==> config.mk <==
export PLATFORM = sky130hd
export DESIGN_NAME = status_change_event_detector_flat
export DESIGN_NICKNAME = d
export VERILOG_FILES = /design/src/sced_pkg.sv /design/src/sced_if.sv /design/src/sced_front.sv /design/src/sced_queue.sv /design/src/sced_back.sv /design/src/status_change_event_detector.sv /design/src/flat_wrapper.sv
export SDC_FILE = /design/constraint.sdc
export NUM_CORES = 1
export LEC_CHECK = 0
export ABC_AREA = 1
export BUFFER_PORTS_ARGS = -buffer_cell sky130_fd_sc_hd__buf_4
export CAP_MARGIN = 20
export CELL_PAD_IN_SITES_DETAIL_PLACEMENT = 1
export CELL_PAD_IN_SITES_GLOBAL_PLACEMENT = 1
export CORE_ASPECT_RATIO = 1.5
export CORE_MARGIN = 1.5
export CORE_UTILIZATION = 25
export CTS_BUF_LIST = sky130_fd_sc_hd__clkbuf_8
export CTS_CLUSTER_DIAMETER = 40
export DETAILED_ROUTE_END_ITERATION = 10
export PLACE_DENSITY_LB_ADDON = 0.08
export SETUP_SLACK_MARGIN = 0.05
export SYNTH_ARGS = -nofsm -noshare
export SYNTH_HDL_FRONTEND = slang
export SYNTH_HIERARCHICAL = 1
export SYNTH_SLANG_ARGS = --single-unit
export TNS_END_PERCENT = 100
==> constraint.sdc <==
create_clock -name clk_i -period 4.9 [get_ports clk_i]
set_input_delay 1.47 -clock clk_i [delete_from_list [all_inputs] [get_ports clk_i]]
set_output_delay 1.47 -clock clk_i [all_outputs]
set_load 0.02 [all_outputs]
==> src/sced_pkg.sv <==
`timescale 1ns / 1ps
// ----------------------------------------------------------------------------
// Status change event detector package
// Shared constants, event codes and the job record that travels from the
// classifying front end through the queue to the event sequencer.
// ----------------------------------------------------------------------------
package sced_pkg;

  localparam int unsigned FAULT_BYTE_COUNT = 7;
  localparam int unsigned FAULT_W          = 56;
  localparam int unsigned KIND_W           = 4;
  localparam int unsigned DETAIL_W         = 24;
  localparam int unsigned MODE_W           = 3;
  localparam int unsigned FCODE_W          = 8;

  // Only the low FAULT_BYTE_COUNT bytes of the fault field take part.
  localparam logic [FAULT_W-1:0] FAULT_MASK = (FAULT_BYTE_COUNT >= 7) ?
      {FAULT_W{1'b1}} : FAULT_W'((64'd1 << (8 * FAULT_BYTE_COUNT)) - 64'd1);

  localparam logic [MODE_W-1:0] MODE_UNKNOWN = 3'd5;

  typedef enum logic [KIND_W-1:0] {
    KIND_CHG_OK      = 4'd0,
    KIND_CHG_BLOCKED = 4'd1,
    KIND_DSG_OK      = 4'd2,
    KIND_DSG_BLOCKED = 4'd3,
    KIND_FAULT_ON    = 4'd4,
    KIND_FAULT_OFF   = 4'd5,
    KIND_STALE       = 4'd6,
    KIND_INV_UP      = 4'd7,
    KIND_INV_DOWN    = 4'd8,
    KIND_GRID_LOST   = 4'd9,
    KIND_GRID_BACK   = 4'd10,
    KIND_MODE        = 4'd11,
    KIND_INV_FAULT   = 4'd12
  } event_kind_e;

  // Event slots in emission order.
  localparam int unsigned NUM_SLOTS = 8;
  localparam int unsigned SLOT_W    = $clog2(NUM_SLOTS);

  localparam logic [SLOT_W-1:0] SLOT_CHG   = 3'd0;
  localparam logic [SLOT_W-1:0] SLOT_DSG   = 3'd1;
  localparam logic [SLOT_W-1:0] SLOT_FAULT = 3'd2;
  localparam logic [SLOT_W-1:0] SLOT_STALE = 3'd3;
  localparam logic [SLOT_W-1:0] SLOT_LINK  = 3'd4;
  localparam logic [SLOT_W-1:0] SLOT_GRID  = 3'd5;
  localparam logic [SLOT_W-1:0] SLOT_MODE  = 3'd6;
  localparam logic [SLOT_W-1:0] SLOT_IFLT  = 3'd7;

  typedef struct packed {
    logic [NUM_SLOTS-1:0] mask;
    logic                 chg_up;
    logic                 dsg_up;
    logic                 fault_on;
    logic                 link_up;
    logic                 grid_back;
    logic [DETAIL_W-1:0]  fault_detail;
    logic [MODE_W-1:0]    mode;
    logic [FCODE_W-1:0]   fcode;
  } job_t;

  localparam int unsigned QDEPTH = 2;

  typedef struct packed {
    logic full;
    logic empty;
  } q_stat_t;

endpackage

==> src/sced_if.sv <==
`timescale 1ns / 1ps
// ----------------------------------------------------------------------------
// Status change event detector channels
// Snapshot input channel and event output channel, valid/ready handshake.
// ----------------------------------------------------------------------------
interface sced_in_if import sced_pkg::*; ();
  logic               valid;
  logic               ready;
  logic               bms_fresh;
  logic               bms_linked;
  logic               charge_allowed;
  logic               discharge_allowed;
  logic               fault_list_valid;
  logic [FAULT_W-1:0] fault_bytes;
  logic               inv_linked;
  logic               inv_fresh;
  logic               grid_present;
  logic [MODE_W-1:0]  inv_mode;
  logic [FCODE_W-1:0] inv_fault_code;

  modport source (
    output valid, bms_fresh, bms_linked, charge_allowed, discharge_allowed,
           fault_list_valid, fault_bytes, inv_linked, inv_fresh, grid_present,
           inv_mode, inv_fault_code,
    input  ready
  );
  modport sink (
    input  valid, bms_fresh, bms_linked, charge_allowed, discharge_allowed,
           fault_list_valid, fault_bytes, inv_linked, inv_fresh, grid_present,
           inv_mode, inv_fault_code,
    output ready
  );
endinterface

interface sced_out_if import sced_pkg::*; ();
  logic                valid;
  logic                ready;
  logic [KIND_W-1:0]   event_kind;
  logic [DETAIL_W-1:0] event_detail;
  logic                last_event;

  modport source (output valid, event_kind, event_detail, last_event, input ready);
  modport sink (input valid, event_kind, event_detail, last_event, output ready);
endinterface

==> src/sced_front.sv <==
`timescale 1ns / 1ps
// ----------------------------------------------------------------------------
// Snapshot classifier
// Compares each snapshot with the stored flags, updates them and pushes a
// job listing the events it causes.
// ----------------------------------------------------------------------------
module sced_front import sced_pkg::*; (
  input  logic      clk_i,
  input  logic      rst_ni,
  sced_in_if.sink   in_i,
  input  q_stat_t   q_stat_i,
  output logic      push_o,
  output job_t      job_o
);

  logic                bms_first_q, prev_bms_fresh_q, prev_charge_q, prev_discharge_q;
  logic                prev_fault_q, inv_first_q, prev_inv_link_q, prev_grid_q;
  logic [MODE_W-1:0]   prev_mode_q;
  logic [FCODE_W-1:0]  prev_fault_code_q;
  logic                accept;
  logic                fault;
  logic                bms_go;
  logic                inv_go;

  assign in_i.ready = !q_stat_i.full;
  assign accept     = in_i.valid && in_i.ready;
  assign fault      = in_i.fault_list_valid && (|(in_i.fault_bytes & FAULT_MASK));
  assign bms_go     = !bms_first_q;
  assign inv_go     = !bms_first_q && !inv_first_q;

  always_comb begin
    job_o                  = '0;
    job_o.mask[SLOT_CHG]   = bms_go && in_i.bms_fresh && (prev_charge_q != in_i.charge_allowed);
    job_o.mask[SLOT_DSG]   = bms_go && in_i.bms_fresh &&
                             (prev_discharge_q != in_i.discharge_allowed);
    job_o.mask[SLOT_FAULT] = bms_go && in_i.bms_fresh && (prev_fault_q != fault);
    job_o.mask[SLOT_STALE] = bms_go && prev_bms_fresh_q && !in_i.bms_fresh &&
                             in_i.bms_linked;
    job_o.mask[SLOT_LINK]  = inv_go && (prev_inv_link_q != in_i.inv_linked);
    job_o.mask[SLOT_GRID]  = inv_go && in_i.inv_fresh && (prev_grid_q != in_i.grid_present);
    job_o.mask[SLOT_MODE]  = inv_go && in_i.inv_fresh && (prev_mode_q != in_i.inv_mode);
    job_o.mask[SLOT_IFLT]  = inv_go && in_i.inv_fresh && (in_i.inv_fault_code != '0) &&
                             (in_i.inv_fault_code != prev_fault_code_q);
    job_o.chg_up           = in_i.charge_allowed;
    job_o.dsg_up           = in_i.discharge_allowed;
    job_o.fault_on         = fault;
    job_o.link_up          = in_i.inv_linked;
    job_o.grid_back        = in_i.grid_present;
    job_o.fault_detail     = in_i.fault_bytes[DETAIL_W-1:0];
    job_o.mode             = in_i.inv_mode;
    job_o.fcode            = in_i.inv_fault_code;
  end

  assign push_o = accept && (|job_o.mask);

  always_ff @(posedge clk_i or negedge rst_ni) begin
    if (!rst_ni) begin
      bms_first_q       <= 1'b1;
      prev_bms_fresh_q  <= 1'b0;
      prev_charge_q     <= 1'b1;
      prev_discharge_q  <= 1'b1;
      prev_fault_q      <= 1'b0;
      inv_first_q       <= 1'b1;
      prev_inv_link_q   <= 1'b0;
      prev_grid_q       <= 1'b0;
      prev_mode_q       <= MODE_UNKNOWN;
      prev_fault_code_q <= '0;
    end else if (accept) begin
      prev_bms_fresh_q <= in_i.bms_fresh;
      if (bms_first_q || in_i.bms_fresh) begin
        prev_charge_q    <= in_i.charge_allowed;
        prev_discharge_q <= in_i.discharge_allowed;
        prev_fault_q     <= fault;
      end
      if (bms_first_q) begin
        bms_first_q <= 1'b0;
      end else if (inv_first_q) begin
        inv_first_q       <= 1'b0;
        prev_inv_link_q   <= in_i.inv_linked;
        prev_grid_q       <= in_i.grid_present;
        prev_mode_q       <= in_i.inv_mode;
        prev_fault_code_q <= in_i.inv_fault_code;
      end else begin
        prev_inv_link_q <= in_i.inv_linked;
        if (in_i.inv_fresh) begin
          prev_grid_q       <= in_i.grid_present;
          prev_mode_q       <= in_i.inv_mode;
          prev_fault_code_q <= in_i.inv_fault_code;
        end
      end
    end
  end

endmodule

==> src/sced_queue.sv <==
`timescale 1ns / 1ps
// ----------------------------------------------------------------------------
// Job queue
// Short first-in first-out buffer of jobs between classifier and sequencer.
// ----------------------------------------------------------------------------
module sced_queue import sced_pkg::*; (
  input  logic    clk_i,
  input  logic    rst_ni,
  input  logic    push_i,
  input  job_t    job_i,
  input  logic    pop_i,
  output job_t    head_o,
  output q_stat_t stat_o
);

  localparam int unsigned PTR_W = (QDEPTH > 1) ? $clog2(QDEPTH) : 1;
  localparam int unsigned CNT_W = $clog2(QDEPTH + 1);

  job_t               mem_q [QDEPTH];
  logic [PTR_W-1:0]   wr_ptr_q, wr_ptr_d, rd_ptr_q, rd_ptr_d;
  logic [CNT_W-1:0]   count_q, count_d;

  assign stat_o.full  = (count_q == CNT_W'(QDEPTH));
  assign stat_o.empty = (count_q == '0);
  assign head_o       = mem_q[rd_ptr_q];

  always_comb begin
    wr_ptr_d = wr_ptr_q;
    rd_ptr_d = rd_ptr_q;
    count_d  = count_q;
    if (push_i) begin
      wr_ptr_d = (wr_ptr_q == PTR_W'(QDEPTH - 1)) ? '0 : wr_ptr_q + PTR_W'(1);
    end
    if (pop_i) begin
      rd_ptr_d = (rd_ptr_q == PTR_W'(QDEPTH - 1)) ? '0 : rd_ptr_q + PTR_W'(1);
    end
    if (push_i && !pop_i) begin
      count_d = count_q + CNT_W'(1);
    end else if (pop_i && !push_i) begin
      count_d = count_q - CNT_W'(1);
    end
  end

  always_ff @(posedge clk_i or negedge rst_ni) begin
    if (!rst_ni) begin
      wr_ptr_q <= '0;
      rd_ptr_q <= '0;
      count_q  <= '0;
    end else begin
      wr_ptr_q <= wr_ptr_d;
      rd_ptr_q <= rd_ptr_d;
      count_q  <= count_d;
    end
  end

  always_ff @(posedge clk_i) begin
    if (push_i) begin
      mem_q[wr_ptr_q] <= job_i;
    end
  end

  a_no_overflow: assert property (@(posedge clk_i) disable iff (!rst_ni)
    push_i |-> (!stat_o.full || pop_i))
    else $error("job pushed into a full queue");

  a_no_underflow: assert property (@(posedge clk_i) disable iff (!rst_ni)
    pop_i |-> !stat_o.empty)
    else $error("job popped from an empty queue");

  a_count_range: assert property (@(posedge clk_i) disable iff (!rst_ni)
    count_q <= CNT_W'(QDEPTH))
    else $error("queue count beyond depth");

endmodule

==> src/sced_back.sv <==
`timescale 1ns / 1ps
// ----------------------------------------------------------------------------
// Event sequencer
// Takes jobs from the queue and emits their events one beat per cycle,
// while the output is not stalled, in slot order through an output register.
// ----------------------------------------------------------------------------
module sced_back import sced_pkg::*; (
  input  logic       clk_i,
  input  logic       rst_ni,
  input  job_t       head_i,
  input  q_stat_t    q_stat_i,
  output logic       pop_o,
  sced_out_if.source out_o
);

  job_t                 job_q, job_d;
  logic [NUM_SLOTS-1:0] rem_q, rem_d, rem_next, rem_after;
  logic [SLOT_W-1:0]    idx;
  logic                 emit_en;
  logic                 load;
  logic                 out_valid_q, out_valid_d;
  event_kind_e          kind_q, kind_d;
  logic [DETAIL_W-1:0]  detail_q, detail_d;
  logic                 last_q, last_d;

  always_comb begin
    idx = '0;
    for (int i = NUM_SLOTS - 1; i >= 0; i--) begin
      if (rem_q[i]) begin
        idx = SLOT_W'(i);
      end
    end
  end

  assign rem_next  = rem_q & ~(NUM_SLOTS'(1) << idx);
  assign emit_en   = (|rem_q) && (!out_valid_q || out_o.ready);
  assign rem_after = emit_en ? rem_next : rem_q;
  assign load      = !q_stat_i.empty && (rem_after == '0);
  assign pop_o     = load;
  assign rem_d     = load ? head_i.mask : rem_after;
  assign job_d     = load ? head_i : job_q;

  always_comb begin
    detail_d = '0;
    unique case (idx)
      SLOT_CHG:   kind_d = job_q.chg_up ? KIND_CHG_OK : KIND_CHG_BLOCKED;
      SLOT_DSG:   kind_d = job_q.dsg_up ? KIND_DSG_OK : KIND_DSG_BLOCKED;
      SLOT_FAULT: begin
        kind_d = job_q.fault_on ? KIND_FAULT_ON : KIND_FAULT_OFF;
        if (job_q.fault_on) begin
          detail_d = job_q.fault_detail;
        end
      end
      SLOT_STALE: kind_d = KIND_STALE;
      SLOT_LINK:  kind_d = job_q.link_up ? KIND_INV_UP : KIND_INV_DOWN;
      SLOT_GRID:  kind_d = job_q.grid_back ? KIND_GRID_BACK : KIND_GRID_LOST;
      SLOT_MODE: begin
        kind_d   = KIND_MODE;
        detail_d = DETAIL_W'(job_q.mode);
      end
      SLOT_IFLT: begin
        kind_d   = KIND_INV_FAULT;
        detail_d = DETAIL_W'(job_q.fcode);
      end
    endcase
    last_d = (rem_next == '0);
  end

  assign out_valid_d = emit_en || (out_valid_q && !out_o.ready);

  always_ff @(posedge clk_i or negedge rst_ni) begin
    if (!rst_ni) begin
      rem_q       <= '0;
      out_valid_q <= 1'b0;
    end else begin
      rem_q       <= rem_d;
      out_valid_q <= out_valid_d;
    end
  end

  always_ff @(posedge clk_i) begin
    job_q <= job_d;
    if (emit_en) begin
      kind_q   <= kind_d;
      detail_q <= detail_d;
      last_q   <= last_d;
    end
  end

  assign out_o.valid        = out_valid_q;
  assign out_o.event_kind   = kind_q;
  assign out_o.event_detail = detail_q;
  assign out_o.last_event   = last_q;

  a_load_when_done: assert property (@(posedge clk_i) disable iff (!rst_ni)
    load |-> (rem_after == '0))
    else $error("job loaded while events of the current job remain");

  a_one_per_beat: assert property (@(posedge clk_i) disable iff (!rst_ni)
    (emit_en && !load) |=> ($countones(rem_q) == $countones($past(rem_q)) - 1))
    else $error("emitted beat did not retire exactly one event");

  a_not_last_keeps_job: assert property (@(posedge clk_i) disable iff (!rst_ni)
    (emit_en && !last_d) |=> (rem_q != '0))
    else $error("job ended without a beat marked last");

endmodule

==> src/status_change_event_detector.sv <==
`timescale 1ns / 1ps
// ----------------------------------------------------------------------------
// Status change event detector
// Compares battery and inverter status snapshots with the previous ones and
// emits change events in a fixed order.
// ----------------------------------------------------------------------------
// A snapshot is taken whenever the two-entry job queue has room; its flags
// are compared and stored at once, so snapshots may follow every cycle. A
// snapshot that causes k events (at most seven) occupies the event sequencer
// for k event beats, one beat per cycle while the output is not stalled,
// with the last one marked, so the sustained rate is set by the sequencer.
// Snapshots that cause no event use no queue space and emit nothing.
module status_change_event_detector import sced_pkg::*; (
  input  logic       clk_i,
  input  logic       rst_ni,
  sced_in_if.sink    in_i,
  sced_out_if.source out_o
);

  logic    push;
  logic    pop;
  job_t    job_in;
  job_t    job_head;
  q_stat_t q_stat;

  sced_front u_front (
    .clk_i    (clk_i),
    .rst_ni   (rst_ni),
    .in_i     (in_i),
    .q_stat_i (q_stat),
    .push_o   (push),
    .job_o    (job_in)
  );

  sced_queue u_queue (
    .clk_i  (clk_i),
    .rst_ni (rst_ni),
    .push_i (push),
    .job_i  (job_in),
    .pop_i  (pop),
    .head_o (job_head),
    .stat_o (q_stat)
  );

  sced_back u_back (
    .clk_i    (clk_i),
    .rst_ni   (rst_ni),
    .head_i   (job_head),
    .q_stat_i (q_stat),
    .pop_o    (pop),
    .out_o    (out_o)
  );

endmodule
==> src/flat_wrapper.sv <==
// flat-port wrapper written by rule: the top's interface ports become plain ports
module status_change_event_detector_flat import sced_pkg::*;
  (clk_i, rst_ni, in_i_valid, in_i_bms_fresh, in_i_bms_linked, in_i_charge_allowed, in_i_discharge_allowed, in_i_fault_list_valid, in_i_fault_bytes, in_i_inv_linked, in_i_inv_fresh, in_i_grid_present, in_i_inv_mode, in_i_inv_fault_code, in_i_ready, out_o_valid, out_o_event_kind, out_o_event_detail, out_o_last_event, out_o_ready);
  sced_in_if in_i_i ();
  sced_out_if out_o_i ();
  input  logic clk_i;
  input  logic rst_ni;
  input wire logic [$bits(in_i_i.valid)-1:0] in_i_valid;
  input wire logic [$bits(in_i_i.bms_fresh)-1:0] in_i_bms_fresh;
  input wire logic [$bits(in_i_i.bms_linked)-1:0] in_i_bms_linked;
  input wire logic [$bits(in_i_i.charge_allowed)-1:0] in_i_charge_allowed;
  input wire logic [$bits(in_i_i.discharge_allowed)-1:0] in_i_discharge_allowed;
  input wire logic [$bits(in_i_i.fault_list_valid)-1:0] in_i_fault_list_valid;
  input wire logic [$bits(in_i_i.fault_bytes)-1:0] in_i_fault_bytes;
  input wire logic [$bits(in_i_i.inv_linked)-1:0] in_i_inv_linked;
  input wire logic [$bits(in_i_i.inv_fresh)-1:0] in_i_inv_fresh;
  input wire logic [$bits(in_i_i.grid_present)-1:0] in_i_grid_present;
  input wire logic [$bits(in_i_i.inv_mode)-1:0] in_i_inv_mode;
  input wire logic [$bits(in_i_i.inv_fault_code)-1:0] in_i_inv_fault_code;
  output wire logic [$bits(in_i_i.ready)-1:0] in_i_ready;
  output wire logic [$bits(out_o_i.valid)-1:0] out_o_valid;
  output wire logic [$bits(out_o_i.event_kind)-1:0] out_o_event_kind;
  output wire logic [$bits(out_o_i.event_detail)-1:0] out_o_event_detail;
  output wire logic [$bits(out_o_i.last_event)-1:0] out_o_last_event;
  input wire logic [$bits(out_o_i.ready)-1:0] out_o_ready;
  assign in_i_i.valid = in_i_valid;
  assign in_i_i.bms_fresh = in_i_bms_fresh;
  assign in_i_i.bms_linked = in_i_bms_linked;
  assign in_i_i.charge_allowed = in_i_charge_allowed;
  assign in_i_i.discharge_allowed = in_i_discharge_allowed;
  assign in_i_i.fault_list_valid = in_i_fault_list_valid;
  assign in_i_i.fault_bytes = in_i_fault_bytes;
  assign in_i_i.inv_linked = in_i_inv_linked;
  assign in_i_i.inv_fresh = in_i_inv_fresh;
  assign in_i_i.grid_present = in_i_grid_present;
  assign in_i_i.inv_mode = in_i_inv_mode;
  assign in_i_i.inv_fault_code = in_i_inv_fault_code;
  assign in_i_ready = in_i_i.ready;
  assign out_o_valid = out_o_i.valid;
  assign out_o_event_kind = out_o_i.event_kind;
  assign out_o_event_detail = out_o_i.event_detail;
  assign out_o_last_event = out_o_i.last_event;
  assign out_o_i.ready = out_o_ready;
  status_change_event_detector u_core (.clk_i(clk_i), .rst_ni(rst_ni), .in_i(in_i_i), .out_o(out_o_i));
endmodule
Yosys cells after proc, flatten, opt, wreduce, memory -nomap -nowiden
Memory sizes are Yosys's and may differ from the RTL's.
Cells that the tools add are included.
{"block": "word_totals", "mem_bits_rw": 96, "memories": 1, "output_inout_bits": 31, "register_bits": 101, "inputBits": 79}
{"name": "u_core.u_queue.mem_q", "depth": 2, "width": 48, "rd": 1, "rd_clocked_by_memory_dff": 0, "wr": 1, "line": "sced_queue.sv:19", "rtl": "job_t mem_q [QDEPTH];"}
{"block": "classes", "addsub": 4, "shifts": 1, "reduce_logical": 47, "eq_ne": 15, "mux": 30, "bitwise": 3}
{"cell": "24-bit one-hot mux with 3 select lines", "count": 1}
{"cell": "56-bit OR reduction", "count": 1}
{"cell": "8-bit 2-to-1 mux", "count": 4}
{"cell": "4-bit one-hot mux with 8 select lines", "count": 1}
{"cell": "3-bit 2-to-1 mux", "count": 10}
{"cell": "24-bit 2-to-1 mux", "count": 1}
{"cell": "1-bit logical AND", "count": 22}
{"cell": "8-bit logical NOT", "count": 2}
{"cell": "8-bit OR reduction", "count": 2}
{"cell": "3-bit == test, second input constant", "count": 4}
{"cell": "1-bit logical NOT", "count": 9}
{"cell": "1-bit 2-to-1 mux", "count": 9}
{"cell": "8-bit AND", "count": 1}
{"cell": "8-bit inequality test", "count": 1}
{"cell": "8-bit NOT", "count": 1}
{"cell": "8-bit nonzero test", "count": 1}
{"cell": "1-bit by 3-bit << shifter with 8-bit output, first input constant", "count": 1}
{"cell": "3-bit by 2-bit == test with 1-bit output, second input constant", "count": 2}
{"cell": "2-bit 2-to-1 mux", "count": 3}
{"cell": "1-bit inequality test", "count": 5}
{"cell": "4-bit 2-to-1 mux", "count": 1}
{"cell": "2-bit AND reduction", "count": 2}
{"cell": "2-bit nonzero test", "count": 2}
{"cell": "3-bit by 1-bit == test with 1-bit output, second input constant", "count": 1}
{"cell": "10 further kinds", "count": 13}

Longest topological paths before layout
{"block": "logic_depth", "depth_word": 17, "mapped_depth": 20}

Cells and area by module
Netlist, hierarchy kept.
{"mod": "sced_queue", "n_inst": 1, "cells_each": 174, "area_per_inst_um2": 3716.1}
{"mod": "sced_back", "n_inst": 1, "cells_each": 247, "area_per_inst_um2": 3159.3}
{"mod": "sced_front", "n_inst": 1, "cells_each": 224, "area_per_inst_um2": 1585.3}

Worst setup path after synthesis
OpenSTA, ideal clock, no wires.
{"block": "synth_timing", "path_kind": "input port to flip-flop", "startpoint": "input out_o_ready", "endpoint": "register u_core.u_queue.count_q[1]", "setup_slack_ns": -0.108, "required_time_ns": 4.783, "n_path_buf": 0, "setup_ns": 0.117, "t_arrival_ns": 4.892, "cell_stages": 13, "path_cell_list": "nor2_1 > nor2_2 > inv_1 > a21oi_2 > nand3_1 > nor2_4 > and2_1 > inv_1 > ha_1 > inv_1 > nand3_1 > nand2_1 > nand2_1"}
{"block": "synth_via", "elab_chain_len": 8, "elab_cells_between_ends": 10}
{"element": "start: declaration", "line": "flat_wrapper.sv:25", "rtl": "input wire logic [$bits(out_o_i.ready)-1:0] out_o_ready;"}
{"element": "1-bit logical OR *", "line": "sced_back.sv:36", "rtl": "assign emit_en = (|rem_q) && (!out_valid_q || out_o.ready);"}
{"element": "1-bit logical AND *", "line": "sced_back.sv:36"}
{"element": "via u_core.u_back.emit_en", "line": "sced_back.sv:19", "rtl": "logic emit_en;"}
{"element": "8-bit 2-to-1 mux *", "line": "sced_back.sv:37", "rtl": "assign rem_after = emit_en ? rem_next : rem_q;"}
{"element": "8-bit logical NOT *", "line": "sced_back.sv:38", "rtl": "assign load = !q_stat_i.empty && (rem_after == '0);"}
{"element": "1-bit logical AND *", "line": "sced_back.sv:38"}
{"element": "via u_core.pop", "line": "status_change_event_detector.sv:21", "rtl": "logic pop;"}
{"element": "1-bit logical NOT", "line": "sced_queue.sv:37", "rtl": "if (push_i && !pop_i) begin"}
{"element": "1-bit logical AND", "line": "sced_queue.sv:37"}
{"element": "2-bit 2-to-1 mux or 2-bit nonzero test (tied branches)"}
{"element": "end signal: assignment", "line": "sced_queue.sv:52", "rtl": "count_q <= count_d;"}
{"element": "end: declaration", "line": "sced_queue.sv:21", "rtl": "logic [CNT_W-1:0] count_q, count_d;"}
The timed path passes the listed nets; every way through them passes the cells marked *.
A chain may end at the register's enable or synchronous reset.

Final worst setup path
{"block": "layout_timing", "startpoint": "input in_i_fault_bytes[17]", "endpoint": "memory u_core/u_queue/mem_q[0][4] (netlist bit), enable pin"}
{"block": "layout_via", "elab_chain_len": 8}
{"element": "start: declaration", "line": "flat_wrapper.sv:14", "rtl": "input wire logic [$bits(in_i_i.fault_bytes)-1:0] in_i_fault_bytes;"}
{"element": "56-bit OR reduction", "line": "sced_front.sv:27", "rtl": "assign fault = in_i.fault_list_valid && (|(in_i.fault_bytes & FAULT_MASK));"}
{"element": "1-bit logical AND", "line": "sced_front.sv:27"}
{"element": "1-bit inequality test", "line": "sced_front.sv:36", "rtl": "job_o.mask[SLOT_FAULT] = bms_go && in_i.bms_fresh && (prev_fault_q != fault);"}
{"element": "1-bit logical AND", "line": "sced_front.sv:36"}
{"element": "8-bit OR reduction", "line": "sced_front.sv:54", "rtl": "assign push_o = accept && (|job_o.mask);"}
{"element": "1-bit logical AND", "line": "sced_front.sv:54"}
{"element": "via u_core.push", "line": "status_change_event_detector.sv:20", "rtl": "logic push;"}
{"element": "1-bit 2-to-1 mux", "line": "sced_queue.sv:57", "rtl": "if (push_i) begin"}
{"element": "1-bit 2-to-1 mux (not written as such)", "line": "sced_queue.sv:58", "rtl": "mem_q[wr_ptr_q] <= job_i;"}
{"element": "end: declaration", "line": "sced_queue.sv:19"}
The timed path passes the listed nets, and every way through them passes these cells.

==> metrics.txt <==
Final Hold Fails=0; Worst Path Arrival=about 3500 ps; Final period util=~70%; CTS resizes=0; CTS tree=done; Detailed Route Iter0 Violations=roughly 160; Worst-path clk slew=roughly 100 ps; Post CTS Setup Buffer Count=0; CP endpoint kind=flop; worst-path fanout max=27; status=finished, violations left; total chip power=roughly 5.6 mW; Clk Latency, worst-skew pair=490 ps; largest net degree at the start of global routing=42; clock period minus worst slack=3382 ps; routability cong.=0.7173; Num CTS Buffers=17; Post-CTS Hold Fix Bufs=0; post-layout util=29.77%; synth-to-layout area growth=17.35%; clk root buf=clkbuf_8; footprint of the multi-input gates=roughly 2100 sq um; vias in the first global route=5388; Initial Util=between 20 and 30%; layout cells sized above 1=32.71%; GRT Total Usage=between 10% and 20%; commonest non-fill, non-tap cell in the layout=edfxtp_1; clock buffer depth=2; Max-cap violations=0; final setup margin=1518 ps; Worst Setup Slack post-DPL=824.5 ps; power per cell area=between 500 and 600 nW/um^2; n_diodes=0; I/O pin cnt=110; count of input and output buffers=about 110; fin area=around 10000 sq um; Least-Margin Pin Slew=between 800 and 900 ps; clk sink count=just under 200; Yosys top cell by area=edfxtp_1; CTS HTree Levels=4; nets@finish=between 800 and 900; top cells by area, synth=edfxtp_1, dfrtp_1, mux2_2; Max Slew Vio Count=0; setup violators final=0; CP Launch Point=in_i_fault_bytes[17]; Synth Cell Area=between 8000 and 9000 sq um; Max-slew headroom=between 40 and 50%; CP required=around 5000 ps; HP Class=flop to flop; hold slack=slightly below 500 ps; Final ANT Viol Nets=0; critical setup path kind=input port to flop; Yosys top cell area share=58.56%; Die X=between 150 and 200 um; post-detailed-route wirelength per cell=16.37 um; Synth Net Count=725; LEAKAGE=3.886 nW; hold path start=u_core/u_front/inv_first_q$_DFFE_PN1P_; CP startpoint kind=input port; Yosys cell types=44; Max VDD drop=0.1653 mV; fillers=3636; DR DRC count=10; Core Area=approximately 33000 sq um; dpl cell area=between 9000 and 10000 sq um; placed instance count=1131; Reg2Reg Launch Point=u_core/u_back/rem_q[0]$_DFF_PN0_; global-route wire length before repair=about 30 mm; Die ar.=approximately 35000 sq um; post-route setup TNS=0 ps; initial antenna violation count=0; register area=roughly 5800 sq um; Fmax=0.2957 GHz; gr ovfl total=0; DP HPWL=between 10 and 15 mm; routed via count=just under 5000; failing checks=DRC; Ys Warns=6; post-synthesis sequential area ratio=between 60% and 70%; #FFs+latches synth=roughly 200; RSZ-0062 raised after global routing=false; final WL=roughly 19 mm; final std cells w/o fill=about 1200; post-synthesis cell count=between 600 and 700; Worst Skew=between 10 and 15 ps; Rows=between 80 and 90; DIE HEIGHT=roughly 230 um; commonest cells after routing, fill and taps aside=edfxtp_1, buf_4, nand2_1, nor2_1, inv_1; Syn Area/Cell=13.12 sq um; via-per-instance ratio=4.199; Pre-Repair DR Iteration Count=7
metal layers:
layer	track usage (%)	share of wire, %	wire length (um)
met1	12.72	41	7738
met2	21.35	54	10310
met3	2.787	3.4	654
met4	4.350	1.8	338
met5	0	0	0
flip-flops by register name (all words and copies together) (netlist names), 2 cells and up:
| register | count |
|---|---|
| u_core/u_front/prev_mode_q | 3 |
| u_core/u_back/job_q | 40 |
| u_core/u_front/prev_fault_code_q | 8 |
| u_core/u_back/rem_q | 8 |
| u_core/u_queue/count_q | 2 |
| u_core/u_queue/mem_q | 96 |
| u_core/u_back/out_o.event_detail | 24 |
| u_core/u_back/out_o.event_kind | 4 |
power breakdown:
part           total [mW]  internal, mW  switching [mW]
combinational        1.81         0.703            1.11
sequential           2.58          2.38           0.201
clock                1.16         0.560           0.600
cell usage after synthesis:
cell type    n
edfxtp_1   165
nand2_1    102
nor2_1      72
inv_1       49
buf_4       43
mux2_2      42
dfrtp_1     26
nand3_1     25
o21ai_0     18
nand4_1     13
mux2_4      12
nand2_2      9
dfstp_2      6
inv_2        6
xnor2_1      6
xor2_1       6
a22o_1       5
a21oi_1      4
nor2_2       3
nor2_4       3
buf_6        2
clkbuf_1     2
nand3_2      2
nor3_1       2
o21ai_1      2
or2_1        2
a21oi_2      1
and2_1       1
buf_2        1
buf_8        1
clkbuf_2     1
clkinv_2     1
ha_1         1
nand2_4      1
nand3_4      1
nand3b_1     1
nand4_2      1
nand4_4      1
nor2_8       1
nor3_2       1
nor3_4       1
nor3b_2      1
o211ai_2     1
or2_0        1
critical path: stages:
cell and delay (ps):
buf_4 120, nor2_1 100, nand2_1 80, nor2_1 210
nand2_1 140, nor2_1 120, nand2_1 130, nand3_1 100
nand3_1 100, a21oi_1 340, inv_1 130, nor2_4 100
buf_4 360
final timing paths:
check | to | slack, ps | depth (start not counted)
max reg2reg | u_core/u_back/job_q[21]$_DFFE_PP_ | 2030 | 11
max in group asynchronous | u_core/u_front/prev_mode_q[2]$_DFFE_PN1P_ | 3600 | 1
min reg2reg | u_core/u_front/inv_first_q$_DFFE_PN1P_ | 490 | 2
max | u_core/u_queue/mem_q[0][4]$_DFFE_PP_ | 1520 | 13
min in group asynchronous | u_core/u_back/out_o.valid$_DFF_PN0_ | 920 | 1
min | u_core/u_front/inv_first_q$_DFFE_PN1P_ | 490 | 2
kinds of logic after synthesis:
kind of cell	share of synthesized area, %
xor+xnor	1.242
fa+ha+maj	0.1479
mux	7.720
flops	68.12
simple gates	13.62
buf+inv	6.965
compound gates	2.189
final cells by class:
cell class,instances,share of cell area (%)
clock buffer,17,2.357
clock inverter,15,2.016
inverter,56,2.130
multi-input combinational,342,21.37
sequential,197,58.06
tap,420,5.293
timing repair buffer,116,8.771
No activity file was read; power rests on OpenSTA's default activity.
